**config.mk**
```make
export PLATFORM = sky130hd
export DESIGN_NAME = lpdm_front
export DESIGN_NICKNAME = d
export VERILOG_FILES = /design/src/rtl/core/lpdm_pkg.sv /design/src/rtl/core/lpdm_front.sv
export SDC_FILE = /design/constraint.sdc
export NUM_CORES = 1
export LEC_CHECK = 0
export ABC_AREA = 1
export BUFFER_PORTS_ARGS = -buffer_cell sky130_fd_sc_hd__buf_2
export CAP_MARGIN = 10
export CORE_MARGIN = 2
export CORE_UTILIZATION = 55
export DETAILED_ROUTE_END_ITERATION = 16
export GPL_ROUTABILITY_DRIVEN = 0
export HOLD_SLACK_MARGIN = 0.02
export PLACE_DENSITY = 0.77
export SYNTH_ARGS = -nofsm -noshare
export SYNTH_HDL_FRONTEND = slang
export SYNTH_SLANG_ARGS = --single-unit
```
**constraint.sdc**
```tcl
create_clock -name i_clk -period 2.7 [get_ports i_clk]
set_clock_uncertainty 0.05 [all_clocks]
set_input_delay 0.27 -clock i_clk [delete_from_list [all_inputs] [get_ports i_clk]]
set_output_delay 0.27 -clock i_clk [all_outputs]
set_load 0.05 [all_outputs]
```
**src/rtl/core/lpdm_pkg.sv**
```systemverilog
// Shared types and constants for the longest prefix dictionary match unit.
`default_nettype none
package lpdm_pkg;

    localparam int ENTRIES_DEF  = 64;
    localparam int MAX_NAME_DEF = 16;
    localparam int QUEUE_DEPTH  = 4;

    localparam logic [1:0] REQ_WRITE  = 2'd0;
    localparam logic [1:0] REQ_LENGTH = 2'd1;
    localparam logic [1:0] REQ_TOKEN  = 2'd2;

    localparam logic [1:0] CMD_WRITE  = 2'd0;
    localparam logic [1:0] CMD_LENGTH = 2'd1;
    localparam logic [1:0] CMD_TOKEN  = 2'd2;

    typedef struct packed {
        logic [1:0] kind;
        logic [5:0] idx;
        logic [3:0] pos;
        logic [7:0] ch;
        logic [4:0] len;
        logic       last;
    } t_cmd;

    typedef struct packed {
        logic       matched;
        logic [4:0] match_length;
        logic [5:0] matched_entry;
    } t_result;

endpackage
`default_nettype wire

```
**src/rtl/core/lpdm_front.sv**
```systemverilog
// Front end: classify incoming transactions and queue the ones that do work.
`default_nettype none
module lpdm_front #(
    parameter int ENTRIES  = lpdm_pkg::ENTRIES_DEF,
    parameter int MAX_NAME = lpdm_pkg::MAX_NAME_DEF
) (
    input  wire logic            i_clk,
    input  wire logic            i_rst_n,
    input  wire logic            i_valid,
    output logic                 o_ready,
    input  wire logic [1:0]      i_req_type,
    input  wire logic [5:0]      i_entry_index,
    input  wire logic [3:0]      i_char_pos,
    input  wire logic [7:0]      i_name_char,
    input  wire logic [4:0]      i_name_length,
    input  wire logic [7:0]      i_token_char,
    input  wire logic            i_last_char,
    output logic                 o_cmd_valid,
    output lpdm_pkg::t_cmd       o_cmd,
    input  wire logic            i_cmd_pop
);

    localparam int QW = $clog2(lpdm_pkg::QUEUE_DEPTH);
    localparam int CW = $clog2(lpdm_pkg::QUEUE_DEPTH + 1);

    lpdm_pkg::t_cmd r_q [lpdm_pkg::QUEUE_DEPTH];
    logic [QW-1:0]  r_wr_ptr, r_rd_ptr;
    logic [CW-1:0]  r_count;

    lpdm_pkg::t_cmd w_cmd;
    logic           w_keep;
    logic           w_push;
    logic           w_pop;
    logic           w_idx_ok;
    logic           w_pos_ok;

    always_comb begin
        w_idx_ok = 32'(i_entry_index) < ENTRIES;
        w_pos_ok = 32'(i_char_pos) < MAX_NAME;
        w_cmd.kind = lpdm_pkg::CMD_TOKEN;
        w_cmd.idx  = i_entry_index;
        w_cmd.pos  = i_char_pos;
        w_cmd.ch   = i_token_char;
        w_cmd.last = i_last_char;
        w_cmd.len  = (32'(i_name_length) > MAX_NAME) ? 5'(MAX_NAME) : i_name_length;
        w_keep = 1'b0;
        unique case (i_req_type)
            lpdm_pkg::REQ_WRITE: begin
                w_cmd.kind = lpdm_pkg::CMD_WRITE;
                w_cmd.ch   = i_name_char;
                w_keep     = w_idx_ok && w_pos_ok;
            end
            lpdm_pkg::REQ_LENGTH: begin
                w_cmd.kind = lpdm_pkg::CMD_LENGTH;
                w_keep     = w_idx_ok;
            end
            lpdm_pkg::REQ_TOKEN: begin
                w_keep = 1'b1;
            end
            default: begin
                w_keep = 1'b0;
            end
        endcase
    end

    assign o_ready     = r_count != CW'(lpdm_pkg::QUEUE_DEPTH);
    assign w_push      = i_valid && o_ready && w_keep;
    assign o_cmd_valid = r_count != '0;
    assign w_pop       = i_cmd_pop && o_cmd_valid;
    assign o_cmd       = r_q[r_rd_ptr];

    always_ff @(posedge i_clk) begin
        if (w_push) begin
            r_q[r_wr_ptr] <= w_cmd;
        end
    end

    always_ff @(posedge i_clk) begin
        if (!i_rst_n) begin
            r_wr_ptr <= '0;
            r_rd_ptr <= '0;
            r_count  <= '0;
        end else begin
            if (w_push) begin
                r_wr_ptr <= r_wr_ptr + 1'b1;
            end
            if (w_pop) begin
                r_rd_ptr <= r_rd_ptr + 1'b1;
            end
            if (w_push && !w_pop) begin
                r_count <= r_count + 1'b1;
            end else if (w_pop && !w_push) begin
                r_count <= r_count - 1'b1;
            end
        end
    end

endmodule
`default_nettype wire

```
# Yosys cells after proc, flatten, opt, wreduce, memory -nomap -nowiden
# Memory sizes are Yosys's and may differ from the RTL's. A register that Yosys moved wholly into a read port is not among the register bits.
# Cells that the tools add are included.
# op_classes
n_reduce_logical,11
magnitude_cmp,1
n_eq_ne,3
addsub,4
muxes,10
# op_table
operator,count
$mux 8,1
$mux 3,2
$gt 5x5->1 const B,1
$logic_and 1x1->1,5
$mux 5,1
$add 2x1->2 const B,2
$mux 2,2
$pmux 2 s2,1
$add 3x1->3 const B,1
$mux 1,3
$ne 3x3->1 const B,1
$reduce_bool 3->1,1
$reduce_or 3->1,1
$sub 3x1->3 const B,1
$eq 2x1->1 const B,1
$eq 2x2->1 const B,1
$logic_not 1->1,2
$logic_not 2->1,1
$reduce_bool 2->1,1
# word_totals
regBits,7
mem_count,1
wordCells,33
inputBits,38
output_inout_bits,28
ram_bits,104
# memory_table
name,words,width,read_ports,rd_clocked_by_memory_dff,write_ports,line,text
r_q,4,26,1,1,1,lpdm_front.sv:26,lpdm_pkg::t_cmd r_q [lpdm_pkg::QUEUE_DEPTH];

# Longest topological paths before layout
# Gate-level depths: netlist of the first run.
# depth
word_depth,8
ltp_mapped,13
depth_no_buf,13

# Least setup slack after synthesis of the first run
# Ideal clock, no wire load.
# synth_timing
kind,reg2reg
startpoint,register r_count[0]
endpoint,memory r_q[0][0] in the netlist's numbering (enable)
setup_time_ps,409
stages_incl_launch_ff,5
arrival_ps,2157
required_ps,2241
synth_period_minus_slack_ps,2616
n_path_buf,0
slack_ps,84
cell_sequence,dfxtp_1 > nor2_1 > nand2_1 > nand2_2 > nor2_1
# synth_via
elab_chain_cells,5
# synth_lines
item,line,text
start: declaration,lpdm_front.sv:28,logic [CW-1:0] r_count;
start signal: assignment,lpdm_front.sv:91,r_count <= r_count + 1'b1;
start signal: assignment,lpdm_front.sv:93,r_count <= r_count - 1'b1;
$ne 3x3->1,lpdm_front.sv:66,assign o_ready = r_count != CW'(lpdm_pkg::QUEUE_DEPTH);
named net o_ready,lpdm_front.sv:10,"output logic o_ready,"
$logic_and 1x1->1 (2 in a row),lpdm_front.sv:67,assign w_push = i_valid && o_ready && w_keep;
$mux 1,lpdm_front.sv:73,if (w_push) begin
$mux 1 (implied by the code),lpdm_front.sv:74,r_q[r_wr_ptr] <= w_cmd;
end: declaration,lpdm_front.sv:26,
# The timed path passes the listed nets, and every way through them passes these cells.

==> flow_summary.yaml, run 1 <==
yosys:
  syn_inst: 341
  syn_area_sq_mm: 0.00448
  syn_area_per_cell_sq_um: 13.1
  synth_cell_types: 24
  ys_seq_area_share_pct: 73.7
  yosys_warnings: 0
  ys_ff_latch: 113
  synth_top_area_share_pct: 69.7
  synth.largest_area_cell: "edfxtp_1"
  synth.area.top_cells: "edfxtp_1 70%, nor2_1 5.6%, o21ai_0 4.8%"
  synth_nets: 385
clock_tree:
  tritoncts: "done"
  cts_setup_buffers: 0
  clock-root-buffer: "clkbuf_8"
  htree_num_levels: 4
  clk_pin_slew_ps: 50
  numCtsBuffers: 17
  cts_max_path_buffers: 2
  clock_latency_ps: 510
  numClockSinks: 113
power:
  p_int_w: 0.00371
  p_switching_w: 0.00216
  ir_drop_uv: 518
  power_density_mw_per_mm2: 1050
  pwr-share-clk_pct: 32.0
  p_seq_share_pct: 37.6
  leakagePower_nw: 2.09
  p_comb_share_pct: 30.4
  p_sw_share_pct: 36.8
global_routing:
  antenna_found_initial: 0
  grt_pass1_vias: 3069
  grt_pass1_wl_microns: 14600
  grt_max_degree: 53
  grt_usage_pct: 22.5
  grt.overflow.total: 0
drt:
  drt-pass1-iter-count: 6
  wl_per_cell_microns: 16.9
  viasPerCell: 5.44
  antenna_left: 0
  drt-initial-drc-count: 259
  drc: 0
  vias: 2976
  postRouteWirelength_microns: 9230
critical_path:
  required_ps: 2380
  worstSetupPathType: "reg -> out"
  arrival_ps: 2120
  start_kind: "register"
  critPathCaptureType: "output port"
  path_max_fanout: 26
timing:
  setup-violations-final: 0
  maxSlewViolCount: 0
  max_slew_margin_pct: 63.1
  whs_ps: 60.6
  worst_slew_pin_slew_ps: 548
  min_period_ps: 2440
  setup_total_negative_slack_ps: 0
  rsz0062_at_grt: "no"
  hold_viol: 0
  finalCritPeriodShare_pct: 90.2
  fmax_ghz: 0.411
min_path:
  min-delay-path-class: "in -> reg"
final_layout:
  area_growth_pct: 24.4
  layout_common_cells: "104 x edfxtp_1, 65 x buf_2, 63 x nor2_1, 43 x o21ai_0, 26 x o22ai_1"
  diodes: 0
  finalNetCount: 477
  drive_gt1_share_pct: 25.8
  fill_cells: 552
  mostFrequentLayoutCell: "edfxtp_1"
placement:
  hpwlAfterDp_microns: 5600
  port_buffers: 65
floorplanning:
  dieWidth_microns: 94.3
  die_h_microns: 94.3
  die-area_sq_mm: 0.00889
  io_pins: 66
  start_util_pct: 57.4
  num_rows: 32
  core_sq_mm: 0.00781
run:
  maxCapViolCount: 0
run_status:
  status: "finished, final reports clean"
==> path summary, 6_finish.rpt <==
path / cells after the start / slack (ps) / end / startpoint
setup / recovery: 4 / 260 / o_cmd[12] / register
hold / removal: 2 / 60 / r_q[1][7]$_DFFE_PP_ / i_name_char[1]
setup reg to reg: 9 / 710 / r_count[1]$_SDFFE_PN0P_ / r_count[0]$_SDFFE_PN0P_
hold reg to reg: 2 / 450 / register / r_rd_ptr[1]$_SDFFE_PN0P_
==> per-stage QoR <==
stage	std cells	power (W)	cell area, sq um	util, %	setup slack, ps
after floorplan	341	0.00359	4480	-	84.3
after detailed placement	501	0.00402	4920	63.1	601
final	547	0.00588	5580	71.4	264
after global routing	547	0.00614	5580	71.4	113
after CTS	547	0.00591	5570	71.4	118
after global placement	501	0.00397	4920	63.1	705
==> kinds of logic after synthesis <==
group | after synthesis | share of synthesized area [%]
mux | 8 | 2.01
simple gates | 90 | 7.93
compound gates | 88 | 10.7
flops | 113 | 73.7
fa+ha+maj | 6 | 1.84
buf+inv | 36 | 3.80
==> per-layer routing <==
layer	GRT usage (%)	part of all wire (%)
met1	27.2	41
met2	38.2	53
met3	5.22	4.8
met4	11.0	1.5
met5	0	0
==> critical path: stages, from the launching register on <==
cell     delay, ps
dfxtp_1        460
inv_2          440
o21ai_0        200
o22ai_1        200
buf_2          300
==> cells in the mapped netlist, drive strengths merged <==
cell type / instances
o22ai: 26
fa: 1
mux2: 8
nor2: 68
o21ai: 54
a21boi: 3
clkbuf: 3
a21oi: 5
buf: 14
nand2: 18
nor3: 1
nand3: 3
edfxtp: 104
ha: 5
dfxtp: 9
inv: 19
==> final cells by class <==
cell class / count / area (sq um) / area share (%)
Multi-Input combinational cell: 192 / 1020 / 18.3
Clock buffer: 20 / 425 / 7.63
Timing Repair Buffer: 90 / 551 / 9.87
Tap cell: 102 / 128 / 2.29
Inverter: 19 / 73.8 / 1.32
Clock inverter: 11 / 72.6 / 1.30
Sequential cell: 113 / 3310 / 59.3
==> sequential cells by signal, summed over array words and instances, names as in the netlist, named ones only <==
signal,cells
r_wr_ptr,2
r_count,3
r_q,104
r_rd_ptr,2
==> power groups by stage <==
stage | Combinational (W) | Clock, W | Sequential, W
5_1_grt | 0.00192 | 0.00199 | 0.00223
3_3_place_gp | 0.00174 | 0 | 0.00223
4_1_cts | 0.00180 | 0.00189 | 0.00221
3_5_place_dp | 0.00177 | 0 | 0.00224
2_1_floorplan | 0.00141 | 0 | 0.00219
6_report | 0.00178 | 0.00188 | 0.00221
==> repair_timing <==
action,4_1_cts,5_1_grt
setup endpoints to repair,0,2
hold buffers,15,0
resized for setup,0,1
hold endpoints to repair,60,0
No activity file was read; power rests on OpenSTA's default activity.
==> run 2: changes to the inputs <==
--- a/config.mk
+++ b/config.mk
@@ -6,7 +6,7 @@
 export NUM_CORES = 1
 export LEC_CHECK = 0
 export ABC_AREA = 1
-export BUFFER_PORTS_ARGS = -buffer_cell sky130_fd_sc_hd__buf_2
+export BUFFER_PORTS_ARGS = -buffer_cell sky130_fd_sc_hd__buf_4
 export CAP_MARGIN = 10
 export CORE_MARGIN = 2
 export CORE_UTILIZATION = 55
==> run 2 against run 1 <==
Critical path depth is the same; total power grew 9.2%; die area is the same; register-to-register slack is essentially flat; sequential power is essentially flat; core utilization grew 3.6 points.
==> flow_summary.yaml, run 2 (same netlist as run 1, synthesis figures left out) <==
clock_tree:
  cts_max_path_buffers: 2
  clk_pin_slew_ps: 60
  clock-root-buffer: "clkbuf_8"
  tritoncts: "done"
  numCtsBuffers: 17
  numClockSinks: 113
  htree_num_levels: 4
  cts_setup_buffers: 0
  clock_latency_ps: 510
global_routing:
  grt_pass1_wl_microns: 14900
  grt_usage_pct: 23.2
  antenna_found_initial: 0
  grt_pass1_vias: 2989
  grt_max_degree: 53
  grt.overflow.total: 0
drt:
  vias: 2996
  drt-initial-drc-count: 202
  wl_per_cell_microns: 17.6
  drt-pass1-iter-count: 6
  viasPerCell: 5.49
  drc: 0
  postRouteWirelength_microns: 9630
  antenna_left: 0
final_layout:
  area_growth_pct: 30.6
  diodes: 0
  drive_gt1_share_pct: 27.3
  finalNetCount: 475
  regMostFlops: "r_q"
  fill_cells: 474
  reg.largest.list: "r_q x104, r_count x3"
  layout_common_cells: "104 x edfxtp_1, 71 x buf_4, 63 x nor2_1, 43 x o21ai_0, 26 x o22ai_1"
  mostFrequentLayoutCell: "edfxtp_1"
  largest_reg_flops: 104
timing:
  setup_total_negative_slack_ps: 0
  min_period_ps: 2560
  hold_viol: 0
  max_slew_margin_pct: 64.6
  rsz0062_at_grt: "no"
  finalCritPeriodShare_pct: 95.0
  worst_slew_pin_slew_ps: 532
  maxSlewViolCount: 0
  setup_slack_ps: 136
  fmax_ghz: 0.390
  setup-violations-final: 0
critical_path:
  crit_path_end: "o_cmd[1]"
  path_max_fanout: 29
  critPathCaptureType: "output port"
  arrival_ps: 2240
  crit_path_max_incr_delay_ps: 660
  worstReg2RegEnd: "r_count[1]$_SDFFE_PN0P_"
  path_cells: "buf_4, o21ai_0, o22ai_1, buf_4"
  cpMostUsedCell: "buf_4"
  r2r_slack_ps: 700
  start_kind: "register"
  reg2reg_depth: 9
  required_ps: 2380
  worstSetupPathType: "reg -> out"
  r2r-start: "r_count[0]$_SDFFE_PN0P_"
  crit_slowest_cell: "dfxtp_2"
floorplanning:
  core_sq_mm: 0.00781
  die_h_microns: 94.3
  start_util_pct: 57.4
  num_rows: 32
  io_pins: 66
  die-area_sq_mm: 0.00889
  dieWidth_microns: 94.3
run:
  maxCapViolCount: 0
placement:
  hpwlAfterDp_microns: 5280
  port_buffers: 65
  place_ws_ps: 629
power:
  ir_drop_uv: 830
  power_density_mw_per_mm2: 1100
  leakagePower_nw: 2.18
min_path:
  min-delay-path-class: "in -> reg"
run_status:
  status: "finished, final reports clean"
## run 2: changes by cell type in the layout (fill, tap and decap cells not counted), moves of 2 or more
cell        before  now
clkinv_1         6    1
clkinv_2         4    2
buf_4           10   71
buf_2           65    0
clkbuf_1         3    1
bufinv_16        1    4
buf_12           0    2
clkinvlp_4       0    5
## run 2: where the power goes
part | total, W | switching [W] | internal, W
Clock | 0.00226 | 0.000765 | 0.00149
Combinational | 0.00195 | 0.00139 | 0.000560
Sequential | 0.00221 | 0.000110 | 0.00210
## run 2: worst min-delay path by stage
stage	from	cells after the start	to	slack [ps]
2_1_floorplan	i_last_char	0	r_q[0][0]$_DFFE_PP_	320
3_3_place_gp	i_last_char	1	r_q[3][0]$_DFFE_PP_	420
3_5_place_dp	i_char_pos[3]	1	r_q[1][17]$_DFFE_PP_	430
4_1_cts	i_token_char[0]	2	r_q[2][6]$_DFFE_PP_	40
5_1_grt	i_token_char[1]	2	r_q[1][7]$_DFFE_PP_	50
6_report	i_token_char[0]	2	r_q[2][6]$_DFFE_PP_	70
## run 2: critical path: cells and delay by family (launching register included)
family | cells | cell delay, ps
flip-flops | 1 | 660
buffers and inverters | 2 | 610
AO/OA/AOI/OAI | 2 | 430
## run 2: per-layer routing
layer  vias up  share of wire (%)  track usage, %  wire length, microns
met5         -                  0               0                     0
met2       122                 51            37.8                  4940
li1       1418                  -               -                     -
met3         9                5.2            6.42                   503
met1      1447                 42            29.3                  4080
met4         0                1.1            9.90                   109
## run 2: final cells by class
cell class              count  area [sq um]  area share, %
multi-input cells         192          1020           17.4
well taps                 102           128           2.18
flip-flops and latches    113          3300           56.4
repair buffers             88           723           12.4
clock inverters            14           189           3.23
inverters                  19          73.8           1.26
clock buffers              18           418           7.14
## run 2: what timing repair did
item / in CTS / in global routing
resized for setup: 0 / 0
hold buffers: 15 / 0
hold endpoints to repair: 60 / 0
## run 2: per-stage QoR
step / power, W / cell area (sq um) / cells / hold slack, ps / utilization (%)
6_report: 0.00642 / 5850 / 546 / 67.0 / 75.0
5_1_grt: 0.00668 / 5850 / 546 / 45.1 / 75.0
4_1_cts: 0.00645 / 5850 / 546 / 41.8 / 75.0
3_5_place_dp: 0.00416 / 5100 / 499 / 426 / 65.3
3_3_place_gp: 0.00412 / 5100 / 499 / 424 / 65.3
2_1_floorplan: 0.00359 / 4480 / 341 / 319 / -
